<file path="config.mk">
export PLATFORM = sky130hd
export DESIGN_NAME = lce_mac
export DESIGN_NICKNAME = d
export VERILOG_FILES = /design/src/rtl/core/lce_pkg.sv /design/src/rtl/core/lce_mac.sv
export SDC_FILE = /design/constraint.sdc
export NUM_CORES = 2
export LEC_CHECK = 0
export BUFFER_PORTS_ARGS = -buffer_cell sky130_fd_sc_hd__clkbuf_2
export CAP_MARGIN = 20
export CORE_MARGIN = 1
export CORE_UTILIZATION = 45
export DETAILED_ROUTE_END_ITERATION = 16
export MAX_ROUTING_LAYER = met4
export PLACE_DENSITY_LB_ADDON = 0.05
export RECOVER_POWER = 25
export SETUP_SLACK_MARGIN = 0.1
export SLEW_MARGIN = 40
export SYNTH_ARGS = -nofsm -noshare
export SYNTH_HDL_FRONTEND = slang
export SYNTH_SLANG_ARGS = --single-unit
</file>
<file path="constraint.sdc">
create_clock -name clock -period 9.3 [get_ports clock]
set_input_delay 1.86 -clock clock [delete_from_list [all_inputs] [get_ports clock]]
set_output_delay 1.86 -clock clock [all_outputs]
set_load 0.02 [all_outputs]
</file>
<file path="src/rtl/core/lce_pkg.sv">
// Shared constants, types and helpers of the line envelope tree.
package lce_pkg;

   localparam int POOL_NODES_DEF = 4096;
   localparam int X_BITS_DEF     = 32;
   localparam int SLOPE_W        = 32;
   localparam int ICPT_W         = 63;
   localparam int VALUE_W        = 64;
   localparam int DATA_W         = 32;
   localparam int CSR_ADDR_W     = 4;
   localparam int XHI_RESET      = 1048575;

   localparam logic [1:0] REG_X_LOW    = 2'd0;
   localparam logic [1:0] REG_X_HIGH   = 2'd1;
   localparam logic [1:0] REG_MODE_MIN = 2'd2;

   localparam logic OP_INSERT = 1'b0;
   localparam logic OP_QUERY  = 1'b1;

   typedef enum logic [3:0] {
      ST_IDLE,
      ST_READ,
      ST_EVAL,
      ST_IMUL,
      ST_DECIDE,
      ST_ALLOC0,
      ST_ALLOC1,
      ST_QMUL,
      ST_QSTEP,
      ST_DESCEND,
      ST_DONE
   } state_type;

   function automatic logic better(input logic signed [VALUE_W-1:0] a,
                                   input logic signed [VALUE_W-1:0] b,
                                   input logic                      mode_min);
      better = mode_min ? (a < b) : (a > b);
   endfunction

endpackage

</file>
<file path="src/rtl/core/lce_mac.sv">
// Shared two-stage multiply-add unit evaluating slope * x + intercept.
module lce_mac #(
   parameter int X_BITS = lce_pkg::X_BITS_DEF
) (
   input  logic                                  clock,
   input  logic signed [lce_pkg::SLOPE_W-1:0]    slope,
   input  logic signed [X_BITS-1:0]              point,
   input  logic signed [lce_pkg::ICPT_W-1:0]     intercept,
   output logic signed [lce_pkg::VALUE_W-1:0]    sum
);
   import lce_pkg::*;

   logic signed [SLOPE_W+X_BITS-1:0] prod_ff;
   logic signed [ICPT_W-1:0]         c_ff;
   logic signed [VALUE_W-1:0]        sum_ff;
   logic signed [VALUE_W-1:0]        prod_ext, c_ext;

   assign prod_ext = prod_ff;
   assign c_ext    = c_ff;

   always_ff @(posedge clock) begin
      prod_ff <= slope * point;
      c_ff    <= intercept;
      sum_ff  <= prod_ext + c_ext;
   end

   assign sum = sum_ff;
endmodule

</file>
==> results.md <==
- Worst min-delay path category: reg2reg
- Vias in the first global route: 34190
- Post-synth ARST share: 0%
- Syn avg cell area: 9.55 um^2
- Row cnt: 113
- DRT iter0 DRCs: 1361
- Synth unique cells: 78
- H-Tree Level Count: 4
- Post-synthesis simple-gate area fraction: 14.9%
- Via density: 5.02
- Finished Core Util: 50.6%
- Most common cell after layout, fill and taps aside: fa_1
- Worst Setup Start Kind: primary input
- Die Area: 0.0977 mm^2
- Final count of hold timing violations: 0
- Layout Nets: 6269
- Status: finished, final reports clean
- Hold-fix buffer count after cts: 0
- Number of clock sinks: 191
- Slew Viols, Final: 0
- Placeable Area: 0.0953 mm^2
- Synth warn: 0
- Largest net degree at the start of global routing: 33
- Post-DP HPWL: 108000 um
- Worst Path Required: 9.62 ns
- First-pass GRT wire length: 197000 um
- Sequential area share after synthesis: 8.81%
- Fillers: 9176
- Slew HR: 54.7%
- Post-route ant nets: 0
- Clk slew on worst S/H paths: 0.08 ns
- Min cycle time layout: 8.89 ns
- Crit-path max FO: 15
- Chip height: 313 um
- RSZ-0062 raised after global routing: false
- Post-synth EDFFs: 0
- Least-Margin Pin Slew: 0.674 ns
- CP Data Arrival Time: 9.22 ns
- Buffers on Ports: 191
- Area growth, synth to finish: 11.1%
- Proportion of synthesized area in mux cells: 0%
- Grt ovf: 0
- Reg2Reg Depth: 14
- CTS tree: yes
- CTS root buf: clkbuf_16
- Wire length per cell: 19.8 um
- Setup Crit Path Kind: in2reg
- CTS buffer count: 17
- Clk buf depth: 2
- Hold Crit Depth: 1
- Element type at the critical path end: register
- Worst skew pair latency: 0.45 ns
- Max Clk Rate: 0.112 GHz
- Post-synthesis register bit count: 191
- Tcrit/Tclk final: 95.6%
- Final setup fails: 0
- Syn Nets: 6001
- Residual DRC: 0
- Clock Skew: 0.0100 ns
- Largest family of logic cells by synthesized area: adder cells
- Syn Inst Count: 4543
- # IOs: 192
- Die Width: 313 um
- Initial antenna violation count: 4
- Initial Utilization: 45.5%
- Via count: 30554
- Placer Congestion: 0.882
- Commonest non-fill, non-tap cells in the layout: 1083 x fa_1, 967 x inv_1, 559 x nand2_1
- Post-synthesis xor/xnor area fraction: 2.66%
- Compound-gate portion of the synthesized area: 6.15%
- Top FF cell, synth: dfxtp_1
- Synthesized area: 0.0434 mm^2
- Fraction of layout cells with a size suffix above 1: 11.0%
- Total track usage: 26.9%
- Adder-Cell Fraction of Synth Area: 57.1%
- Max Cap Viol: 0
- WL final: 120000 um
- DRT Pass-1 Iters: 6
[registers in the layout, indices dropped and copies added (netlist names)]
signal / count
prod_ext: 64
sum: 64
c_ff: 63
[Yosys cell counts (3+ instances only)]
| cell | count | area (um^2) |
|---|---|---|
| fa_1 | 1083 | 21700 |
| inv_1 | 967 | 3630 |
| nand2_1 | 559 | 2100 |
| and2_1 | 523 | 3270 |
| ha_1 | 247 | 3090 |
| clkbuf_1 | 214 | 803 |
| dfxtp_1 | 191 | 3820 |
| a21oi_1 | 134 | 671 |
| xnor2_1 | 90 | 788 |
| nor2_1 | 89 | 334 |
| a21o_1 | 81 | 608 |
| o21ai_0 | 53 | 265 |
| xor2_1 | 42 | 368 |
| o21bai_1 | 24 | 180 |
| nand2b_1 | 20 | 125 |
| nand4_1 | 18 | 113 |
| nor2b_1 | 17 | 106 |
| nor3_1 | 16 | 80.1 |
| nand3_1 | 15 | 75.1 |
| o21ai_1 | 14 | 70.1 |
| and3_1 | 12 | 75.1 |
| buf_2 | 9 | 45.0 |
| o21a_1 | 9 | 67.6 |
| o211ai_1 | 8 | 60.1 |
| a31oi_1 | 7 | 43.8 |
| and4_1 | 7 | 61.3 |
| a211oi_1 | 6 | 45.0 |
| a221oi_1 | 5 | 43.8 |
| nor4_1 | 5 | 31.3 |
| or3_1 | 5 | 31.3 |
| a21oi_2 | 4 | 35.0 |
| o2111ai_1 | 4 | 35.0 |
| o31ai_1 | 4 | 30.0 |
| a211o_1 | 3 | 26.3 |
[layer usage]
metal / vias to the layer above / GRT usage, % / wire length (um)
li1: 13944 / - / -
met1: 15986 / 35.1 / 54100
met2: 536 / 46.9 / 61500
met3: 88 / 2.00 / 3260
met4: 0 / 3.50 / 1520
met5: - / - / 0
[cells by family after synthesis]
group / after synthesis
flip-flops: 191
AO/OA/AOI/OAI: 401
buffers and inverters: 1193
AND/OR/NAND/NOR: 1296
adder cells (fa/ha/maj): 1330
XOR/XNOR: 132
[critical path, cell delays in order]
cell and delay [ns]:
clkbuf_2 0.21, buf_12 0.18, buf_4 0.17, buf_4 0.19, nand2_1 0.08, fa_1 0.50, fa_1 0.45, fa_1 0.56
inv_1 0.08, fa_1 0.48, ha_1 0.30, ha_1 0.28, inv_1 0.05, fa_1 0.50, inv_1 0.06, fa_1 0.49
ha_1 0.36, a21oi_1 0.23, nand2_1 0.10, nor4_1 0.52, nor4_1 0.18, o211ai_1 0.28, a21oi_1 0.14, o21ai_1 0.22
nand2b_1 0.12, and3_1 0.19, o22ai_1 0.19, xnor2_1 0.22
[path summary, 6_finish.rpt]
path	start	to	slack [ns]
setup reg to reg	c_ff[0]	sum[58]	5.59
hold reg to reg	prod_ext[0]	sum[0]	0.45
setup / recovery	point[4]	prod_ext[44]	0.41
hold / removal	prod_ext[0]	sum[0]	0.45
[layout make-up]
cell class | count | area (um^2) | area share [%]
antenna | 2 | 5.00 | 0.0104
inverter | 969 | 3640 | 7.55
multi-input combinational | 3159 | 35100 | 72.8
clock buffer | 17 | 425 | 0.882
tap | 1265 | 1580 | 3.28
sequential | 191 | 3820 | 7.93
clock inverter | 15 | 183 | 0.379
timing repair buffer | 473 | 3440 | 7.14
[per-stage QoR]
step | hold slack [ns] | instances | area, um^2 | setup TNS (ns) | setup slack (ns)
final | 0.449 | 6091 | 48200 | 0 | 0.406
after global routing | 0.459 | 6090 | 48200 | 0 | 0.106
after CTS | 0.451 | 6089 | 48200 | 0 | 0.265
after detailed placement | 0.431 | 6057 | 47600 | -0.700 | -0.210
after global placement | 0.431 | 6057 | 47600 | -0.408 | -0.160
after floorplan | 0.420 | 4543 | 43400 | 0 | 0.133
[what timing repair did]
item | CTS | global route
endpoints found under the setup margin | 0 | 5
setup buffers | 0 | 0
gates resized for setup | 0 | 4
Power is left out: the tool's default activity adds up to more than one toggle a clock period on the data nets, which glitch-free logic cannot reach.
