--- config.mk ---
export PLATFORM = sky130hd
export DESIGN_NAME = lce_csr
export DESIGN_NICKNAME = d
export VERILOG_FILES = /design/src/rtl/core/lce_pkg.sv /design/src/rtl/core/lce_csr.sv
export SDC_FILE = /design/constraint.sdc
export NUM_CORES = 1
export LEC_CHECK = 0
export BUFFER_PORTS_ARGS = -buffer_cell sky130_fd_sc_hd__buf_2
export CORE_MARGIN = 1
export CORE_UTILIZATION = 49
export CTS_BUF_LIST = sky130_fd_sc_hd__clkbuf_8
export CTS_CLUSTER_DIAMETER = 50
export DETAILED_ROUTE_END_ITERATION = 7
export PLACE_DENSITY = 0.92
export REMOVE_ABC_BUFFERS = 1
export SYNTH_ARGS = -nofsm -noshare
export SYNTH_HDL_FRONTEND = slang
export SYNTH_SLANG_ARGS = --single-unit
export TNS_END_PERCENT = 50
--- constraint.sdc ---
create_clock -name clock -period 1.4 [get_ports clock]
set_input_delay 0.28 -clock clock [delete_from_list [all_inputs] [get_ports clock]]
set_output_delay 0.28 -clock clock [all_outputs]
set_load 0.005 [all_outputs]
--- src/rtl/core/lce_pkg.sv ---
// Shared constants, types and helpers of the line envelope tree.
package lce_pkg;

   localparam int POOL_NODES_DEF = 4096;
   localparam int X_BITS_DEF     = 32;
   localparam int SLOPE_W        = 32;
   localparam int ICPT_W         = 63;
   localparam int VALUE_W        = 64;
   localparam int DATA_W         = 32;
   localparam int CSR_ADDR_W     = 4;
   localparam int XHI_RESET      = 1048575;

   localparam logic [1:0] REG_X_LOW    = 2'd0;
   localparam logic [1:0] REG_X_HIGH   = 2'd1;
   localparam logic [1:0] REG_MODE_MIN = 2'd2;

   localparam logic OP_INSERT = 1'b0;
   localparam logic OP_QUERY  = 1'b1;

   typedef enum logic [3:0] {
      ST_IDLE,
      ST_READ,
      ST_EVAL,
      ST_IMUL,
      ST_DECIDE,
      ST_ALLOC0,
      ST_ALLOC1,
      ST_QMUL,
      ST_QSTEP,
      ST_DESCEND,
      ST_DONE
   } state_type;

   function automatic logic better(input logic signed [VALUE_W-1:0] a,
                                   input logic signed [VALUE_W-1:0] b,
                                   input logic                      mode_min);
      better = mode_min ? (a < b) : (a > b);
   endfunction

endpackage

--- src/rtl/core/lce_csr.sv ---
// Configuration registers behind the APB-style port.
module lce_csr #(
   parameter int X_BITS = lce_pkg::X_BITS_DEF
) (
   input  logic                              clock,
   input  logic                              reset,
   input  logic                              psel,
   input  logic                              penable,
   input  logic                              pwrite,
   input  logic [lce_pkg::CSR_ADDR_W-1:0]    paddr,
   input  logic [lce_pkg::DATA_W-1:0]        pwdata,
   output logic [lce_pkg::DATA_W-1:0]        prdata,
   output logic signed [X_BITS-1:0]          x_low,
   output logic signed [X_BITS-1:0]          x_high,
   output logic                              mode_min
);
   import lce_pkg::*;

   logic signed [X_BITS-1:0] xlo_ff, xhi_ff;
   logic                     mode_ff;
   logic                     wr_en;
   logic signed [DATA_W-1:0] xlo_ext, xhi_ext;

   assign wr_en = psel && penable && pwrite;

   always_ff @(posedge clock) begin
      if (reset) begin
         xlo_ff  <= '0;
         xhi_ff  <= X_BITS'(XHI_RESET);
         mode_ff <= 1'b0;
      end else if (wr_en) begin
         unique case (paddr[3:2])
            REG_X_LOW:    xlo_ff  <= pwdata[X_BITS-1:0];
            REG_X_HIGH:   xhi_ff  <= pwdata[X_BITS-1:0];
            REG_MODE_MIN: mode_ff <= pwdata[0];
            default: ;
         endcase
      end
   end

   assign xlo_ext = xlo_ff;
   assign xhi_ext = xhi_ff;

   always_comb begin
      unique case (paddr[3:2])
         REG_X_LOW:    prdata = xlo_ext;
         REG_X_HIGH:   prdata = xhi_ext;
         REG_MODE_MIN: prdata = {{(DATA_W-1){1'b0}}, mode_ff};
         default:      prdata = '0;
      endcase
   end

   assign x_low    = xlo_ff;
   assign x_high   = xhi_ff;
   assign mode_min = mode_ff;
endmodule

==> impl_results.md, run 1 <==
* Outcome: complete, no violations
* Crit-path max cell delay at around 180 ps
* Final hold violations at 0
* Multi-input gate area at ~1800 um2
* Setup TNS at 0 ps
* RSZ-0062 raised after global routing: false
* Post-CTS Resized at 0
* Endpoints failing setup at 0
* Port bufs at between 100 and 150
* CP Data Arrival Time at 1080 ps
* # DRC at 0
* Root Buffer: clkbuf_8
* Post-Synthesis Cells at approximately 350
* Critical path launch point: paddr[2]
* Number of fill cells in the layout at approximately 540
* Final Cycle Share at 0.969
* Min-delay worst type: primary input to flop
* TritonRoute pass-1 iters at 4
* Initial Util at 0.509
* First-pass GRT wire length at 12.3 mm
* Crit path max-delay cell type: clkbuf_16
* Hold_sp: pwdata[2]
* Non-Filler Instances at approximately 560
* Post-synth top area share at 0.400
* Syn Std Cell Area at ~3200 um2
* Max Slew Vio Count at 0
* CP bufs+invs at 3
* Maximum vdd drop at between 0.6 and 0.7 mV
* Ys Warns at 0
* Die W at between 80 and 90 um
* H-Tree Depth at 3
* Setup WS pre-CTS at -16.4 ps
* Area Overhead vs Synth at 30.6%
* Placed Instances at 543
* Yosys reg bits at 65
* Final Skew at 0 ps
* Reg area at around 1300 um2
* Yosys cell types at 18
* Pwr per Cell Area at between 800 and 900 nW/um2
* Total Routed Length at 7.82 mm
* Largest net degree at the start of global routing at approximately 120
* CTS clk-pin slew, worst paths at around 70 ps
* Setup bufs post-CTS at 0
* PnR worst setup slack at 43.0 ps
* Async S/R FF share, synth at 0
* Synth Flop Type: dfxtp_1
* Number of flops mapped to enable cells by yosys at 0
* DP HPWL at 5.47 mm
* Worst-Margin Slew at 364 ps
* Share of layout cells above drive strength 1 at 0.349
* Hold_ws at about 210 ps
* Antenna cells at 0
* Most frequent cell after synthesis: mux2i_1
* Crit path required time at between 1000 and 1500 ps
* Initial antenna violation count at 0
* Leading area contributor after synthesis: dfxtp_1
* Placer Congestion at roughly 0.73
* Area contributors post-synth: dfxtp_1 (40%), mux2i_1 (30%), nand2b_1 (15%)
* DR WL/cell at 14.0 um
* CTS tree: done
* Sequential area share after synthesis at 0.400
* Die Area at between 6000 and 7000 um2
* Clk buf depth at 2
* Antenna Violating Nets Remaining at 0
* Hold path depth at 3
* Mapped Avg Cell Area at roughly 9.4 um2
* Synth cell count leaders: mux2i_1 (97), nand2b_1 (77), nor2_1 (71)
* Reg2Reg Depth at 2
* Sink Count at 65
* CORE AREA at 6390 um2
* Crit path depth at 6
* I/O Pins at around 140
* Max Fclk at between 0.7 and 0.8 GHz
* Worst skew pair latency at about 320 ps
* Crit path max-delay family: buffers and inverters
* Crit path cell chain: buf_4, clkbuf_16, nor2b_2, nand2_1, o21ai_0, buf_2
* Congestion Overflow GR at 0
* Gr usage total at 0.219
* Iteration-0 DRC Markers at 75
* Critical path type: primary input to output port
* Max cap viols at 0
* Row count at 29
* CP max FO at 8
* Final net count at 520
* Post-CTS Hold Buffers at 0
* Die height at approximately 83 um
* Vias at about 2,800
* CP startpoint kind: primary input
* Avg Vias per Cell at 5.03
* Vias in the first global route at between 2,000 and 3,000
* RR Startpoint: x_high[7]$_SDFFE_PP1P_
* Leakage at ~2.0 nW
* Cts bufs inserted at 9
* Relative slew slack at 0.757
* Crit. End Element: output port
* Crit path time final at roughly 1400 ps
state kept, by name (all words and copies together), names as in the netlist:
name      cells
x_high       32
x_low        32
mode_min      1
report_power, final:
| part | switching (mW) | internal (mW) | leakage [nW] |
|---|---|---|---|
| logic | 0.221 | 0.234 | 1.40 |
| clock network | 0.670 | 0.606 | 0.0843 |
| registers | 0.0186 | 1.87 | 0.526 |
worst min-delay path, cell delays in order:
cell	delay [ps]
buf_2	100
nand2b_1	60
mux2i_1	60
path summary, 6_finish.rpt:
path	endpoint	slack, ps
setup / recovery	prdata[0]	40
hold reg to reg	x_low[16]$_SDFFE_PP0P_	480
hold / removal	x_low[2]$_SDFFE_PP0P_	210
setup reg to reg	x_high[7]$_SDFFE_PP1P_	740
routing by layer:
layer | vias up | part of all wire | track usage
met5 | - | 0 | 0
met3 | 15 | 0.050 | 0.0616
li1 | 1406 | - | -
met1 | 1299 | 0.44 | 0.254
met2 | 93 | 0.49 | 0.393
met4 | 0 | 0.014 | 0.0601
stage by stage:
| stage | util | cell area (um2) | power (mW) |
|---|---|---|---|
| floorplan | - | 3100 | 2.11 |
| global placement | 0.632 | 4040 | 2.35 |
| detailed placement | 0.632 | 4040 | 2.37 |
| CTS | 0.656 | 4190 | 3.64 |
| global route | 0.665 | 4240 | 3.79 |
| finish | 0.665 | 4240 | 3.62 |
kinds of logic (layout without fill, tap and decap cells):
kind of cell | count (synthesis) | in the layout | share of synthesized area
mux | 97 | 97 | 0.299
compound gates | 1 | 1 | 0.00154
buf+inv | 28 | 163 | 0.0474
flops | 65 | 65 | 0.400
simple gates | 156 | 156 | 0.252
layout make-up:
type / count / share of cell area
clock buffer: 9 / 0.0292
clock inverter: 5 / 0.00590
multi-input combinational: 254 / 0.425
sequential: 65 / 0.307
tap: 77 / 0.0227
timing repair buffer: 149 / 0.210
placed cells by master (no fill, tap or decap), drive strengths merged:
| cell | count |
|---|---|
| dfxtp | 65 |
| nor3b | 1 |
| buf | 147 |
| nor2 | 71 |
| o21ai | 1 |
| mux2i | 97 |
| nor2b | 1 |
| clkbuf | 11 |
| nand4 | 1 |
| nand3 | 1 |
| clkinv | 5 |
| nand2b | 77 |
| or3 | 1 |
| nor3 | 1 |
| or3b | 1 |
| nand2 | 1 |
Power figures use the tool's default switching activity.
==> run 2, diff against run 1 <==
--- a/config.mk
+++ b/config.mk
@@ -7,11 +7,11 @@
 export LEC_CHECK = 0
 export BUFFER_PORTS_ARGS = -buffer_cell sky130_fd_sc_hd__buf_2
 export CORE_MARGIN = 1
-export CORE_UTILIZATION = 49
+export CORE_UTILIZATION = 45
 export CTS_BUF_LIST = sky130_fd_sc_hd__clkbuf_8
 export CTS_CLUSTER_DIAMETER = 50
 export DETAILED_ROUTE_END_ITERATION = 7
-export PLACE_DENSITY = 0.92
+export PLACE_DENSITY = 0.86
 export REMOVE_ABC_BUFFERS = 1
 export SYNTH_ARGS = -nofsm -noshare
 export SYNTH_HDL_FRONTEND = slang
==> constraint.sdc (replaced) <==
create_clock -name clock -period 1.4 [get_ports clock]
set_input_delay 0.35 -clock clock [delete_from_list [all_inputs] [get_ports clock]]
set_output_delay 0.35 -clock clock [all_outputs]
set_load 0.005 [all_outputs]
==> run 2 against run 1 <==
Net effect: sequential power about the same; clock skew unchanged; fmax decreased by 0.45%; die area increased by 8.7%; utilization decreased by 0.34 points; hold slack improved by 71 ps; via count increased by 0.60%; register-to-register slack got worse by 40 ps; setup slack got worse by 6.1 ps; routed wire length increased by 2.9%; non-clock buffer count increased by 4; global-route usage decreased by 1.5 points; critical path type unchanged; critical endpoint is now prdata[27].
==> impl_results.md, run 2 (synthesis results as in run 1) <==
* Outcome: complete, no violations
* Relative slew slack at 0.814
* Endpoints failing setup at 0
* Crit path max-delay cell type: mux2i_1
* Design Area, Final at 4540 um2
* Final net count at about 520
* Row count at 30
* Total Routed Length at about 8 mm
* Pwr Total at approximately 4.5 mW
* Min-delay worst type: primary input to flop
* Worst skew pair latency at 330 ps
* Initial antenna violation count at 0
* CP max FO at 8
* Maximum vdd drop at 0.599 mV
* Vias at approximately 2,800
* Switch share at 0.215
* Hold_sp: pwdata[3]
* Critical path launch point: paddr[2]
* Antenna Violating Nets Remaining at 0
* Flop pwr share at 0.417
* Internal power at 3.56 mW
* Crit path time final at approximately 1400 ps
* Sink Count at 65
* Die Area at about 7600 um2
* Max cap viols at 0
* Multi-input gate area at 1810 um2
* Crit path cell chain: buf_16, buf_12, mux2i_1, nor2_1, buf_2
* Layout Utilization at 0.661
* Congestion Overflow GR at 0
* Logic pwr share at 0.109
* Root Buffer: clkbuf_8
* Number of fill cells in the layout at roughly 560
* Crit path required time at 1050 ps
* Placer Congestion at between 0.7 and 0.8
* RR Startpoint: x_low[0]$_SDFFE_PP0P_
* I/O Pins at ~140
* Largest net degree at the start of global routing at 67
* DR WL/cell at approximately 14 um
* Worst-Margin Slew at approximately 280 ps
* Post-CTS Hold Buffers at 0
* Setup TNS at 0 ps
* Clk buf depth at 2
* H-Tree Depth at 3
* Die W at between 80 and 90 um
* Share of layout cells above drive strength 1 at 0.410
* Commonest non-fill, non-tap cell in the layout: buf_2
* Commonest cells after routing, fill and taps aside: buf_2 (133), mux2i_1 (96), nand2b_1 (77)
* Placed Instance Area at slightly above 4000 um2
* DP HPWL at ~5.5 mm
* # DRC at 0
* Final Skew at 0 ps
* Pwr per Cell Area at approximately 1000 nW/um2
* Max Fclk at roughly 0.73 GHz
* Gr usage total at 0.203
* Avg Vias per Cell at 4.85
* Initial Util at 0.473
* Critical path type: primary input to output port
* Vias in the first global route at between 2,000 and 3,000
* Port bufs at roughly 140
* Leakage at about 2.1 nW
* CP Data Arrival Time at a little over 1000 ps
* CTS tree: done
* Clock network fraction of total power at 0.474
* Iteration-0 DRC Markers at 110
* Crit. End Element: output port
* Area Overhead vs Synth at 39.8%
* Antenna cells at 0
* Crit-path max cell delay at around 210 ps
* Max Slew Vio Count at 0
* TritonRoute pass-1 iters at 4
* First-pass GRT wire length at 11.8 mm
* RSZ-0062 raised after global routing: true
* CORE AREA at slightly below 7000 um2
* Final hold violations at 0
* NetSw at slightly below 1 mW
* Reg area at roughly 1300 um2
* Cts bufs inserted at 9
* CP startpoint kind: primary input
* Final Cycle Share at 0.974
* CTS clk-pin slew, worst paths at roughly 70 ps
* Die height at 87.0 um
## run 2: layout make-up
type,instances,area share
clock buffer,10,0.0303
clock inverter,6,0.0303
multi-input combinational,254,0.398
sequential,65,0.294
tap,96,0.0264
timing repair buffer,153,0.221
## run 2: critical path: cells and delay by family
family / cells / cell delay (ps)
buf+inv: 3 / 390
mux: 1 / 210
simple gates: 1 / 50
## run 2: path summary, 6_finish.rpt
check	endpoint	slack, ps	cells after the start
setup / recovery	prdata[27]	40	5
hold / removal	x_low[3]$_SDFFE_PP0P_	280	3
setup reg to reg	x_low[0]$_SDFFE_PP0P_	700	2
hold reg to reg	x_low[20]$_SDFFE_PP0P_	480	2
## run 2: metrics by stage
step | setup WS [ps] | std cells | hold WS, ps
final | 36.9 | 584 | 283
after floorplan | -1130 | 319 | 476
after global routing | -13.6 | 584 | 260
after CTS | 3.16 | 581 | 267
after detailed placement | -93.3 | 563 | 483
after global placement | -65.2 | 563 | 472
## run 2: routing by layer
metal | vias up | GRT usage | part of all wire
li1 | 1414 | - | -
met1 | 1324 | 0.236 | 0.44
met2 | 85 | 0.364 | 0.51
met3 | 7 | 0.0427 | 0.039
met4 | 0 | 0.0818 | 0.0086
met5 | - | 0 | 0
## run 2: timing repair
action,CTS,global route
endpoints found under the setup margin,31,27
cloned,2,2
buffers inserted,0,1
resized for setup,7,32
pin swaps,0,1
## run 2: power by group through the flow
stage               clock network [mW]  logic [mW]  registers, mW
finish                            2.15       0.493           1.89
detailed placement                   0       0.440           1.93
global placement                     0       0.425           1.93
global route                      2.29       0.534           1.90
floorplan                            0       0.181           1.93
CTS                               2.20       0.470           1.89
